--- src/hdl/sliding_window_arq_sender_core_assert.svh ---
// Assertion macros used by the sender core datapath.
`ifndef SLIDING_WINDOW_ARQ_SENDER_CORE_ASSERT_SVH
`define SLIDING_WINDOW_ARQ_SENDER_CORE_ASSERT_SVH

// The condition holds at every clock edge outside reset.
`define SWARQ_ASSERT_ALWAYS(label, clk, rst_n, cond) \
    label: assert property (@(posedge clk) disable iff (!rst_n) (cond)) \
        else $error("assertion failed");

// When the antecedent holds, the consequent holds in the next cycle.
`define SWARQ_ASSERT_NEXT(label, clk, rst_n, ante, cons) \
    label: assert property (@(posedge clk) disable iff (!rst_n) (ante) |=> (cons)) \
        else $error("assertion failed");

`endif

--- src/hdl/swarq_pkg.sv ---
package swarq_pkg;

    localparam logic [1:0] CMD_SEND = 2'd0;
    localparam logic [1:0] CMD_ACK  = 2'd1;
    localparam logic [1:0] CMD_TICK = 2'd2;

    localparam logic [2:0] KIND_SEND_OK  = 3'd0;
    localparam logic [2:0] KIND_SEND_REF = 3'd1;
    localparam logic [2:0] KIND_ACK_DONE = 3'd2;
    localparam logic [2:0] KIND_RETX     = 3'd3;
    localparam logic [2:0] KIND_TICK_NONE = 3'd4;

    localparam logic [1:0] CFG_INIT_SEQ  = 2'd0;
    localparam logic [1:0] CFG_TIMEOUT   = 2'd1;
    localparam logic [1:0] CFG_RETRY_LIM = 2'd2;
    localparam logic [1:0] CFG_INIT_WIN  = 2'd3;

    // Most retransmit items reported by one tick.
    localparam logic [3:0] MAX_RETX = 4'd8;

    typedef struct packed {
        logic idle;
        logic accept;
        logic send_do;
        logic ack_rd;
        logic ack_retire;
        logic ack_end;
        logic tick_init;
        logic tick_rd;
        logic tick_skip;
        logic tick_hit;
        logic tick_end;
        logic flush;
    } t_ctrl;

    typedef struct packed {
        logic [1:0] cmd;
        logic       empty;
        logic       covered;
        logic       scan_more;
        logic       qual;
        logic       pend_v;
        logic       out_free;
    } t_stat;

endpackage

--- src/hdl/swarq_ctrl.sv ---
module swarq_ctrl (
    input  logic             i_clk,
    input  logic             i_rst_n,
    input  logic             i_valid,
    input  swarq_pkg::t_stat i_stat,
    output swarq_pkg::t_ctrl o_ctrl
);

    typedef enum logic [9:0] {
        S_IDLE      = 10'b0000000001,
        S_SEND      = 10'b0000000010,
        S_ACK_RD    = 10'b0000000100,
        S_ACK_CHK   = 10'b0000001000,
        S_ACK_END   = 10'b0000010000,
        S_TICK_INIT = 10'b0000100000,
        S_TICK_RD   = 10'b0001000000,
        S_TICK_CHK  = 10'b0010000000,
        S_TICK_END  = 10'b0100000000,
        S_FLUSH     = 10'b1000000000
    } t_state;

    t_state r_state, n_state;

    always_ff @(posedge i_clk) begin
        if (!i_rst_n) begin
            r_state <= S_IDLE;
        end else begin
            r_state <= n_state;
        end
    end

    always_comb begin
        n_state = r_state;
        o_ctrl  = '0;
        unique case (r_state)
            S_IDLE: begin
                o_ctrl.idle = 1'b1;
                if (i_valid) begin
                    o_ctrl.accept = 1'b1;
                    unique case (i_stat.cmd)
                        swarq_pkg::CMD_SEND: n_state = S_SEND;
                        swarq_pkg::CMD_ACK:  n_state = S_ACK_RD;
                        swarq_pkg::CMD_TICK: n_state = S_TICK_INIT;
                        default:             n_state = S_IDLE;
                    endcase
                end
            end
            S_SEND: begin
                o_ctrl.send_do = 1'b1;
                n_state = S_FLUSH;
            end
            S_ACK_RD: begin
                if (i_stat.empty) begin
                    n_state = S_ACK_END;
                end else begin
                    o_ctrl.ack_rd = 1'b1;
                    n_state = S_ACK_CHK;
                end
            end
            S_ACK_CHK: begin
                if (i_stat.covered) begin
                    o_ctrl.ack_retire = 1'b1;
                    n_state = S_ACK_RD;
                end else begin
                    n_state = S_ACK_END;
                end
            end
            S_ACK_END: begin
                o_ctrl.ack_end = 1'b1;
                n_state = S_FLUSH;
            end
            S_TICK_INIT: begin
                o_ctrl.tick_init = 1'b1;
                n_state = S_TICK_RD;
            end
            S_TICK_RD: begin
                if (i_stat.scan_more) begin
                    o_ctrl.tick_rd = 1'b1;
                    n_state = S_TICK_CHK;
                end else begin
                    n_state = S_TICK_END;
                end
            end
            S_TICK_CHK: begin
                if (!i_stat.qual) begin
                    o_ctrl.tick_skip = 1'b1;
                    n_state = S_TICK_RD;
                end else if (!i_stat.pend_v || i_stat.out_free) begin
                    o_ctrl.tick_hit = 1'b1;
                    n_state = S_TICK_RD;
                end
            end
            S_TICK_END: begin
                o_ctrl.tick_end = 1'b1;
                n_state = S_FLUSH;
            end
            S_FLUSH: begin
                if (i_stat.out_free) begin
                    o_ctrl.flush = 1'b1;
                    n_state = S_IDLE;
                end
            end
            default: n_state = S_IDLE;
        endcase
    end

endmodule

--- src/hdl/swarq_datapath.sv ---
`include "sliding_window_arq_sender_core_assert.svh"

module swarq_datapath #(
    parameter int WINDOW_SLOTS = 8
) (
    input  logic             i_clk,
    input  logic             i_rst_n,
    input  swarq_pkg::t_ctrl i_ctrl,
    output swarq_pkg::t_stat o_stat,
    input  logic             i_cfg_we,
    input  logic [1:0]       i_cfg_idx,
    input  logic [31:0]      i_cfg_data,
    input  logic [1:0]       i_command,
    input  logic [31:0]      i_packet_seq,
    input  logic [15:0]      i_packet_len,
    input  logic [31:0]      i_ack_number,
    input  logic [15:0]      i_peer_window,
    input  logic             i_stall,
    output logic             o_valid,
    output logic [2:0]       o_kind,
    output logic [2:0]       o_slot,
    output logic [31:0]      o_out_seq,
    output logic [15:0]      o_out_len,
    output logic             o_credit_ok,
    output logic [31:0]      o_unacked_bytes,
    output logic [31:0]      o_acked_upto,
    output logic [15:0]      o_window_now,
    output logic             o_outstanding,
    output logic [3:0]       o_retries_done,
    output logic             o_last
);

    localparam int CW = $clog2(2 * WINDOW_SLOTS);
    localparam int SW = $clog2(WINDOW_SLOTS);
    localparam logic [CW-1:0] WC   = CW'(WINDOW_SLOTS);
    localparam logic [CW-1:0] CMAX = CW'(2 * WINDOW_SLOTS - 1);
    localparam logic [CW:0]   MOD2 = (CW + 1)'(2 * WINDOW_SLOTS);

    logic [15:0] r_cfg_to;
    logic [3:0]  r_cfg_lim;

    logic [31:0]   r_sent, r_acked, r_clk;
    logic [15:0]   r_win;
    logic [CW-1:0] r_base, r_next, r_idx;
    logic [3:0]    r_n;

    logic [1:0]  r_cmd;
    logic [31:0] r_pseq, r_ack;
    logic [15:0] r_plen, r_pwin;

    logic          r_pend_v;
    logic [2:0]    r_pend_kind;
    logic [SW-1:0] r_pend_slot;
    logic [31:0]   r_pend_seq;
    logic [15:0]   r_pend_len;
    logic [3:0]    r_pend_ret;
    logic          r_pend_credit;

    logic [31:0] mem_seq   [WINDOW_SLOTS];
    logic [15:0] mem_len   [WINDOW_SLOTS];
    logic [31:0] mem_stamp [WINDOW_SLOTS];
    logic [3:0]  mem_ret   [WINDOW_SLOTS];

    logic [31:0]   r_rd_seq, r_rd_stamp;
    logic [15:0]   r_rd_len;
    logic [3:0]    r_rd_ret;
    logic [SW-1:0] r_rd_slot;

    logic [CW:0]   inuse_w;
    logic [CW-1:0] inuse;
    logic          full, empty;
    logic [31:0]   unacked;
    logic          credit_now;
    logic [CW-1:0] base_c, next_c;
    logic [SW-1:0] base_slot, next_slot, scan_slot, rd_addr, wr_addr;
    logic [CW:0]   scan_sum, scan_c;
    logic          covered, qual, out_free, load_out, wr_en;
    logic [31:0]   stamp_age;
    logic [3:0]    ret_inc;
    logic [SW+2:0] slot_ext;
    logic [CW-1:0] base_inc, next_inc;

    always_comb begin
        if (r_next >= r_base) begin
            inuse_w = {1'b0, r_next} - {1'b0, r_base};
        end else begin
            inuse_w = {1'b0, r_next} + MOD2 - {1'b0, r_base};
        end
        inuse = inuse_w[CW-1:0];
        full  = (inuse >= WC);
        empty = (inuse == '0);

        unacked    = r_sent - r_acked;
        credit_now = ({1'b0, unacked} + {17'b0, r_plen}) <= {17'b0, r_win};

        base_c    = (r_base >= WC) ? r_base - WC : r_base;
        next_c    = (r_next >= WC) ? r_next - WC : r_next;
        base_slot = base_c[SW-1:0];
        next_slot = next_c[SW-1:0];
        scan_sum  = {1'b0, base_c} + {1'b0, r_idx};
        scan_c    = (scan_sum >= {1'b0, WC}) ? scan_sum - {1'b0, WC} : scan_sum;
        scan_slot = scan_c[SW-1:0];
        rd_addr   = i_ctrl.ack_rd ? base_slot : scan_slot;

        base_inc = (r_base == CMAX) ? '0 : r_base + 1'b1;
        next_inc = (r_next == CMAX) ? '0 : r_next + 1'b1;

        covered   = ({1'b0, r_rd_seq} + {17'b0, r_rd_len}) <= {1'b0, r_ack};
        stamp_age = r_clk - r_rd_stamp;
        qual      = (r_rd_ret < r_cfg_lim) && (stamp_age >= {16'b0, r_cfg_to});
        ret_inc   = r_rd_ret + 4'd1;

        out_free = !o_valid || !i_stall;
        load_out = i_ctrl.flush || (i_ctrl.tick_hit && r_pend_v);
        wr_en    = (i_ctrl.send_do && !full) || i_ctrl.tick_hit;
        wr_addr  = i_ctrl.send_do ? next_slot : r_rd_slot;
        slot_ext = {3'b0, r_pend_slot};

        o_stat.cmd       = i_command;
        o_stat.empty     = empty;
        o_stat.covered   = covered;
        o_stat.scan_more = (r_idx < inuse) && (r_n < swarq_pkg::MAX_RETX);
        o_stat.qual      = qual;
        o_stat.pend_v    = r_pend_v;
        o_stat.out_free  = out_free;
    end

    // Slot memory: one write and one registered read per cycle.
    always_ff @(posedge i_clk) begin
        if (wr_en) begin
            mem_stamp[wr_addr] <= r_clk;
            mem_ret[wr_addr]   <= i_ctrl.send_do ? 4'd0 : ret_inc;
            if (i_ctrl.send_do) begin
                mem_seq[wr_addr] <= r_pseq;
                mem_len[wr_addr] <= r_plen;
            end
        end
        if (i_ctrl.ack_rd || i_ctrl.tick_rd) begin
            r_rd_seq   <= mem_seq[rd_addr];
            r_rd_len   <= mem_len[rd_addr];
            r_rd_stamp <= mem_stamp[rd_addr];
            r_rd_ret   <= mem_ret[rd_addr];
            r_rd_slot  <= rd_addr;
        end
    end

    always_ff @(posedge i_clk) begin
        if (i_ctrl.accept) begin
            r_cmd  <= i_command;
            r_pseq <= i_packet_seq;
            r_plen <= i_packet_len;
            r_ack  <= i_ack_number;
            r_pwin <= i_peer_window;
        end
        if (i_ctrl.send_do) begin
            r_pend_kind   <= full ? swarq_pkg::KIND_SEND_REF : swarq_pkg::KIND_SEND_OK;
            r_pend_slot   <= full ? '0 : next_slot;
            r_pend_seq    <= full ? 32'd0 : r_pseq;
            r_pend_len    <= full ? 16'd0 : r_plen;
            r_pend_ret    <= 4'd0;
            r_pend_credit <= credit_now;
        end else if (i_ctrl.tick_hit) begin
            r_pend_kind <= swarq_pkg::KIND_RETX;
            r_pend_slot <= r_rd_slot;
            r_pend_seq  <= r_rd_seq;
            r_pend_len  <= r_rd_len;
            r_pend_ret  <= ret_inc;
        end else if (i_ctrl.ack_end || (i_ctrl.tick_end && !r_pend_v)) begin
            r_pend_kind <= i_ctrl.ack_end ? swarq_pkg::KIND_ACK_DONE
                                          : swarq_pkg::KIND_TICK_NONE;
            r_pend_slot <= '0;
            r_pend_seq  <= 32'd0;
            r_pend_len  <= 16'd0;
            r_pend_ret  <= 4'd0;
        end
        if (!i_rst_n || i_ctrl.tick_init) begin
            r_idx <= '0;
            r_n   <= 4'd0;
        end else if (i_ctrl.tick_skip) begin
            r_idx <= r_idx + 1'b1;
        end else if (i_ctrl.tick_hit) begin
            r_idx <= r_idx + 1'b1;
            r_n   <= r_n + 4'd1;
        end
        if (load_out) begin
            o_kind          <= r_pend_kind;
            o_slot          <= slot_ext[2:0];
            o_out_seq       <= r_pend_seq;
            o_out_len       <= r_pend_len;
            o_credit_ok     <= (r_cmd == swarq_pkg::CMD_SEND) ? r_pend_credit : credit_now;
            o_unacked_bytes <= unacked;
            o_acked_upto    <= r_acked;
            o_window_now    <= r_win;
            o_outstanding   <= !empty;
            o_retries_done  <= r_pend_ret;
            o_last          <= i_ctrl.flush;
        end
    end

    always_ff @(posedge i_clk) begin
        if (!i_rst_n) begin
            r_cfg_to  <= 16'd500;
            r_cfg_lim <= 4'd5;
            r_sent    <= 32'd0;
            r_acked   <= 32'd0;
            r_win     <= 16'hFFFF;
            r_base    <= '0;
            r_next    <= '0;
            r_clk     <= 32'd0;
            r_pend_v  <= 1'b0;
            o_valid   <= 1'b0;
        end else begin
            if (i_ctrl.send_do && !full) begin
                r_sent <= r_sent + {16'b0, r_plen};
                r_next <= next_inc;
            end
            if (i_ctrl.ack_retire) begin
                r_base <= base_inc;
            end
            if (i_ctrl.ack_end) begin
                if (r_ack > r_acked) begin
                    r_acked <= r_ack;
                end
                r_win <= r_pwin;
            end
            if (i_ctrl.tick_init) begin
                r_clk <= r_clk + 32'd1;
            end
            if (i_ctrl.send_do || i_ctrl.ack_end || i_ctrl.tick_end || i_ctrl.tick_hit) begin
                r_pend_v <= 1'b1;
            end else if (i_ctrl.flush) begin
                r_pend_v <= 1'b0;
            end
            if (load_out) begin
                o_valid <= 1'b1;
            end else if (!i_stall) begin
                o_valid <= 1'b0;
            end
            if (i_cfg_we) begin
                unique case (i_cfg_idx)
                    swarq_pkg::CFG_INIT_SEQ: begin
                        r_sent    <= i_cfg_data;
                        r_acked   <= i_cfg_data;
                    end
                    swarq_pkg::CFG_TIMEOUT:   r_cfg_to  <= i_cfg_data[15:0];
                    swarq_pkg::CFG_RETRY_LIM: r_cfg_lim <= i_cfg_data[3:0];
                    swarq_pkg::CFG_INIT_WIN: begin
                        r_win     <= i_cfg_data[15:0];
                    end
                    default: ;
                endcase
            end
        end
    end

    `SWARQ_ASSERT_ALWAYS(a_inuse_bound, i_clk, i_rst_n, inuse <= WC)
    `SWARQ_ASSERT_ALWAYS(a_retx_cap, i_clk, i_rst_n, r_n <= swarq_pkg::MAX_RETX)
    `SWARQ_ASSERT_ALWAYS(a_nonlast_is_retx, i_clk, i_rst_n,
        !o_valid || o_last || (o_kind == swarq_pkg::KIND_RETX))
    `SWARQ_ASSERT_NEXT(a_tick_clock, i_clk, i_rst_n, i_ctrl.tick_init && !i_cfg_we,
        r_clk == $past(r_clk) + 32'd1)

endmodule

--- src/hdl/sliding_window_arq_sender_core.sv ---
// Channel   Direction  Handshake            Payload
// input     in         i_valid / o_stall    i_command, i_packet_seq, i_packet_len,
//                                           i_ack_number, i_peer_window
// result    out        o_valid / i_stall    o_kind .. o_last (eleven fields)
// config    in         i_cfg_we             i_cfg_idx, i_cfg_data
//
// One item is worked on at a time; o_stall is low only while the controller idles.
// A send stores the packet in the next slot, or is refused while the window is full.
// An ack reads and retires slots from the window base until one is not covered, and
// a tick scans the slots in use for retransmits, one registered read per slot.
// Reset (synchronous, active low) loads the register defaults and empties the window.
// A stalled output holds the tick scan at the next retransmit found until it drains.
module sliding_window_arq_sender_core #(
    parameter int WINDOW_SLOTS = 8
) (
    input  logic        i_clk,
    input  logic        i_rst_n,
    input  logic        i_cfg_we,
    input  logic [1:0]  i_cfg_idx,
    input  logic [31:0] i_cfg_data,
    input  logic        i_valid,
    output logic        o_stall,
    input  logic [1:0]  i_command,
    input  logic [31:0] i_packet_seq,
    input  logic [15:0] i_packet_len,
    input  logic [31:0] i_ack_number,
    input  logic [15:0] i_peer_window,
    output logic        o_valid,
    input  logic        i_stall,
    output logic [2:0]  o_kind,
    output logic [2:0]  o_slot,
    output logic [31:0] o_out_seq,
    output logic [15:0] o_out_len,
    output logic        o_credit_ok,
    output logic [31:0] o_unacked_bytes,
    output logic [31:0] o_acked_upto,
    output logic [15:0] o_window_now,
    output logic        o_outstanding,
    output logic [3:0]  o_retries_done,
    output logic        o_last
);

    swarq_pkg::t_ctrl ctrl;
    swarq_pkg::t_stat stat;

    // The controller sequences each item; the datapath holds the window state,
    // the slot memory and the output register.
    swarq_ctrl u_ctrl (
        .i_clk   (i_clk),
        .i_rst_n (i_rst_n),
        .i_valid (i_valid),
        .i_stat  (stat),
        .o_ctrl  (ctrl)
    );

    swarq_datapath #(
        .WINDOW_SLOTS (WINDOW_SLOTS)
    ) u_dp (
        .i_clk           (i_clk),
        .i_rst_n         (i_rst_n),
        .i_ctrl          (ctrl),
        .o_stat          (stat),
        .i_cfg_we        (i_cfg_we),
        .i_cfg_idx       (i_cfg_idx),
        .i_cfg_data      (i_cfg_data),
        .i_command       (i_command),
        .i_packet_seq    (i_packet_seq),
        .i_packet_len    (i_packet_len),
        .i_ack_number    (i_ack_number),
        .i_peer_window   (i_peer_window),
        .i_stall         (i_stall),
        .o_valid         (o_valid),
        .o_kind          (o_kind),
        .o_slot          (o_slot),
        .o_out_seq       (o_out_seq),
        .o_out_len       (o_out_len),
        .o_credit_ok     (o_credit_ok),
        .o_unacked_bytes (o_unacked_bytes),
        .o_acked_upto    (o_acked_upto),
        .o_window_now    (o_window_now),
        .o_outstanding   (o_outstanding),
        .o_retries_done  (o_retries_done),
        .o_last          (o_last)
    );

    // New items are taken only while the controller is idle.
    assign o_stall = !ctrl.idle;

endmodule
--- config.mk ---
export PLATFORM = sky130hd
export DESIGN_NAME = sliding_window_arq_sender_core
export DESIGN_NICKNAME = d
export VERILOG_FILES = /design/src/hdl/swarq_pkg.sv /design/src/hdl/swarq_ctrl.sv /design/src/hdl/swarq_datapath.sv /design/src/hdl/sliding_window_arq_sender_core.sv
export VERILOG_INCLUDE_DIRS = /design/src /design/src/hdl
export SDC_FILE = /design/constraint.sdc
export NUM_CORES = 2
export LEC_CHECK = 0
export ABC_AREA = 1
export BUFFER_PORTS_ARGS = -buffer_cell sky130_fd_sc_hd__buf_2
export CELL_PAD_IN_SITES_DETAIL_PLACEMENT = 0
export CELL_PAD_IN_SITES_GLOBAL_PLACEMENT = 1
export CORE_ASPECT_RATIO = 0.6
export CORE_MARGIN = 3
export CORE_UTILIZATION = 47
export CTS_CLUSTER_SIZE = 40
export DETAILED_ROUTE_END_ITERATION = 10
export HOLD_SLACK_MARGIN = 0.08
export PLACE_DENSITY_LB_ADDON = 0.1
export SLEW_MARGIN = 20
export SYNTH_ARGS = -nofsm -noshare
export SYNTH_HDL_FRONTEND = slang
export SYNTH_HIERARCHICAL = 1
export SYNTH_SLANG_ARGS = --single-unit
--- constraint.sdc ---
create_clock -name i_clk -period 10.9 [get_ports i_clk]
set_input_delay 1.09 -clock i_clk [delete_from_list [all_inputs] [get_ports i_clk]]
set_output_delay 1.09 -clock i_clk [all_outputs]
set_load 0.01 [all_outputs]
==> flow_summary.yaml <==
run_status:
  status: "finished, final reports clean"
clocking:
  h-tree-depth: 3
  ctsHoldBuffers: 0
  cts_sinks: 1217
  cts_setup_buffers: 0
  cts_buffers: 109
  clk_root_buffer_cell: "clkbuf_16"
  ctsResizeCount: 0
  ctsLongestPathBuffers: 3
  clock_latency_ps: 740
  clk_pin_slew_worst_paths_ps: 60
  cts_tree: "done"
pwr:
  switching_power_w: 0.00291
  p_sw_frac: 0.271
  vdd_drop_max_mv: 0.153
  internal-power_w: 0.00782
  p_clk_frac: 0.371
  p_leak_nw: 23.7
  combPwrFrac: 0.130
  total_power_w: 0.0107
  power.share.sequential: 0.499
  p_per_area_nw_per_um2: 171
drt:
  antenna_left: 0
  drtIter0Drc: 4713
  drc: 0
  vias: 40100
  firstDrtPassIters: 6
  wl_um: 175000
  vias_per_cell: 5.59
  wl_per_cell_um: 24.3
global_routing:
  grt_max_degree: 170
  antenna_found_initial: 6
  grt_pass1_vias: 36700
  globalRouteOverflowTotal: 0
  grt_pass1_wl_um: 253000
  grt_usage: 0.278
timing:
  relSlewSlack: 0.189
  slew_violations: 0
  setup_ws_ps: 4680
  rsz0062_at_grt: "false"
  tns_ps: 0
  worst-slew-pin-transition_ps: 1220
  setup_viol: 0
  hold_viol: 0
  fin_crit_ps: 6220
  fmax_ghz: 0.161
  finalCritPeriodShare: 0.571
  skew_ps: 50.7
synthesis:
  synth.distinct_cells: 64
  syn_inst: 5253
  yosys_warnings: 6
  syn_avg_cell_area_um2: 10.6
  ys_seq_area_frac: 0.627
  synth_edf_count: 1053
  synthArstFlopShare: 0
  synth_seq_cells: 1217
  synthFlopType: "edfxtp_1"
  syn_area_um2: 55700
  syn_nets: 5619
critical_path:
  critPathKind: "register to register"
  end_kind: "register"
  worstPathMaxFanout: 25
  start_kind: "register"
  worstPathRequired_ps: 11280
  critPathArrivalTime_ps: 6610
floorplan:
  fp-row-count: 97
  dieWidth_um: 450
  die_h_um: 273
  die_area_um2: 123000
  core_um2: 117000
  pin_count: 280
  floorplan.initialDensity: 0.476
final_layout:
  drive_gt1_frac: 0.114
  fin_util: 0.535
  syn_to_final_growth_pct: 12.5
  nNetsFinal: 5864
placed_design:
  io_buffers: 279
  pre_cts_slack_ps: 4680
  hpwl_um: 119000
  gp_congestion: 0.940
worst_hold_path:
  hold_path.class: "register to register"
job:
  max_cap_violations: 0
[kinds of logic (layout without fill, tap and decap cells)]
group | Yosys count | after routing | share of synthesized area
other cells | 0 | 3 | 0
fa+ha+maj | 229 | 229 | 0.0524
flops | 1217 | 1217 | 0.627
xor+xnor | 118 | 118 | 0.0186
simple gates | 1893 | 1893 | 0.144
buf+inv | 674 | 1014 | 0.0460
compound gates | 1122 | 1122 | 0.112
[cell usage after synthesis, drive strengths merged (33+ instances only)]
master  count  area share
nand4      46      0.0053
o21ai     535       0.048
a31oi     109       0.012
ha        222       0.050
nand3     134       0.013
edfxtp   1053        0.57
nand2     731       0.051
a32o       33      0.0059
clkbuf    165       0.011
inv       481       0.032
xor2       90       0.014
a21oi     281       0.025
nor3       53      0.0052
dfxtp     164       0.059
nor2      875       0.062
o22ai      90       0.010
[cell type report]
class,count,area (um^2)
clock buffers,154,3070
diodes,3,7.51
inverters,484,1830
well taps,1584,1980
flip-flops and latches,1217,34900
clock inverters,52,594
repair buffers,324,1810
fillers,10300,54500
multi-input cells,3362,18400
[stage by stage]
stage | std cells | instance area, um^2 | hold slack, ps
detailed placement | 6971 | 59000 | 405
CTS | 7177 | 62600 | 421
floorplan | 5253 | 55700 | 400
global placement | 6971 | 59000 | 405
global route | 7177 | 62600 | 429
finish | 7180 | 62600 | 419
[path summary, 6_finish.rpt]
kind / from / end / slack (ps) / cells after the start
worst max register to register: u_dp/r_clk[0] / u_dp/mem_seq[6][21] / 4680 / 26
worst min-delay path: u_dp/r_pend_seq[8] / u_dp/o_out_seq[8] / 420 / 0
worst max-delay path: u_dp/r_clk[0] / u_dp/mem_seq[6][21] / 4680 / 26
worst min register to register: u_dp/r_pend_seq[8] / u_dp/o_out_seq[8] / 420 / 0
[critical path: stages (launching register included)]
cell,delay [ps]
dfxtp_1,410
inv_1,130
ha_1,150
inv_1,60
fa_1,440
nand3_1,110
nand2_1,80
a21oi_1,370
o21ai_0,220
a21o_1,220
xor2_1,150
ha_1,270
nand2_1,60
inv_1,50
nand3_1,70
nor3_1,240
nand3_1,130
nand4_1,130
nand2_1,60
inv_1,110
nand2_1,100
nor2_4,170
nor2_1,220
inv_1,190
nand2_1,290
nor2_4,860
buf_4,520
[routing by layer]
metal,part of all wire,GRT usage
met5,0.00067,0.00703
met4,0.025,0.0699
met3,0.098,0.0686
met2,0.39,0.371
met1,0.49,0.445
[power by group through the flow]
stage          Clock, W  Combinational (W)  Sequential, W
2_1_floorplan         0           0.000955        0.00537
3_3_place_gp          0            0.00136        0.00545
3_5_place_dp          0            0.00137        0.00545
4_1_cts         0.00405            0.00138        0.00535
5_1_grt         0.00424            0.00155        0.00536
6_report        0.00398            0.00139        0.00536
[placed cells by master (no fill, tap or decap), drive strengths merged, types with 154 or more instances in the layout]
cell / n
a21oi: 281
o21ai: 535
buf: 324
inv: 484
ha: 222
clkbuf: 154
nor2: 875
edfxtp: 1053
dfxtp: 164
nand2: 731
[state kept, by name, summed over array words and instances, names as in the netlist, 32 cells and up]
register and count:
u_dp/r_rd_stamp 32, u_dp/o_acked_upto 32, u_dp/o_out_seq 32, u_dp/r_sent 32
u_dp/r_pend_seq 32, u_dp/mem_seq 256, u_dp/mem_ret 32, u_dp/r_clk 32
u_dp/r_rd_seq 32, u_dp/r_acked 32, u_dp/r_ack 32, u_dp/mem_stamp 256
u_dp/r_pseq 32, u_dp/mem_len 128, u_dp/o_unacked_bytes 32
No activity file was read; power rests on OpenSTA's default activity.
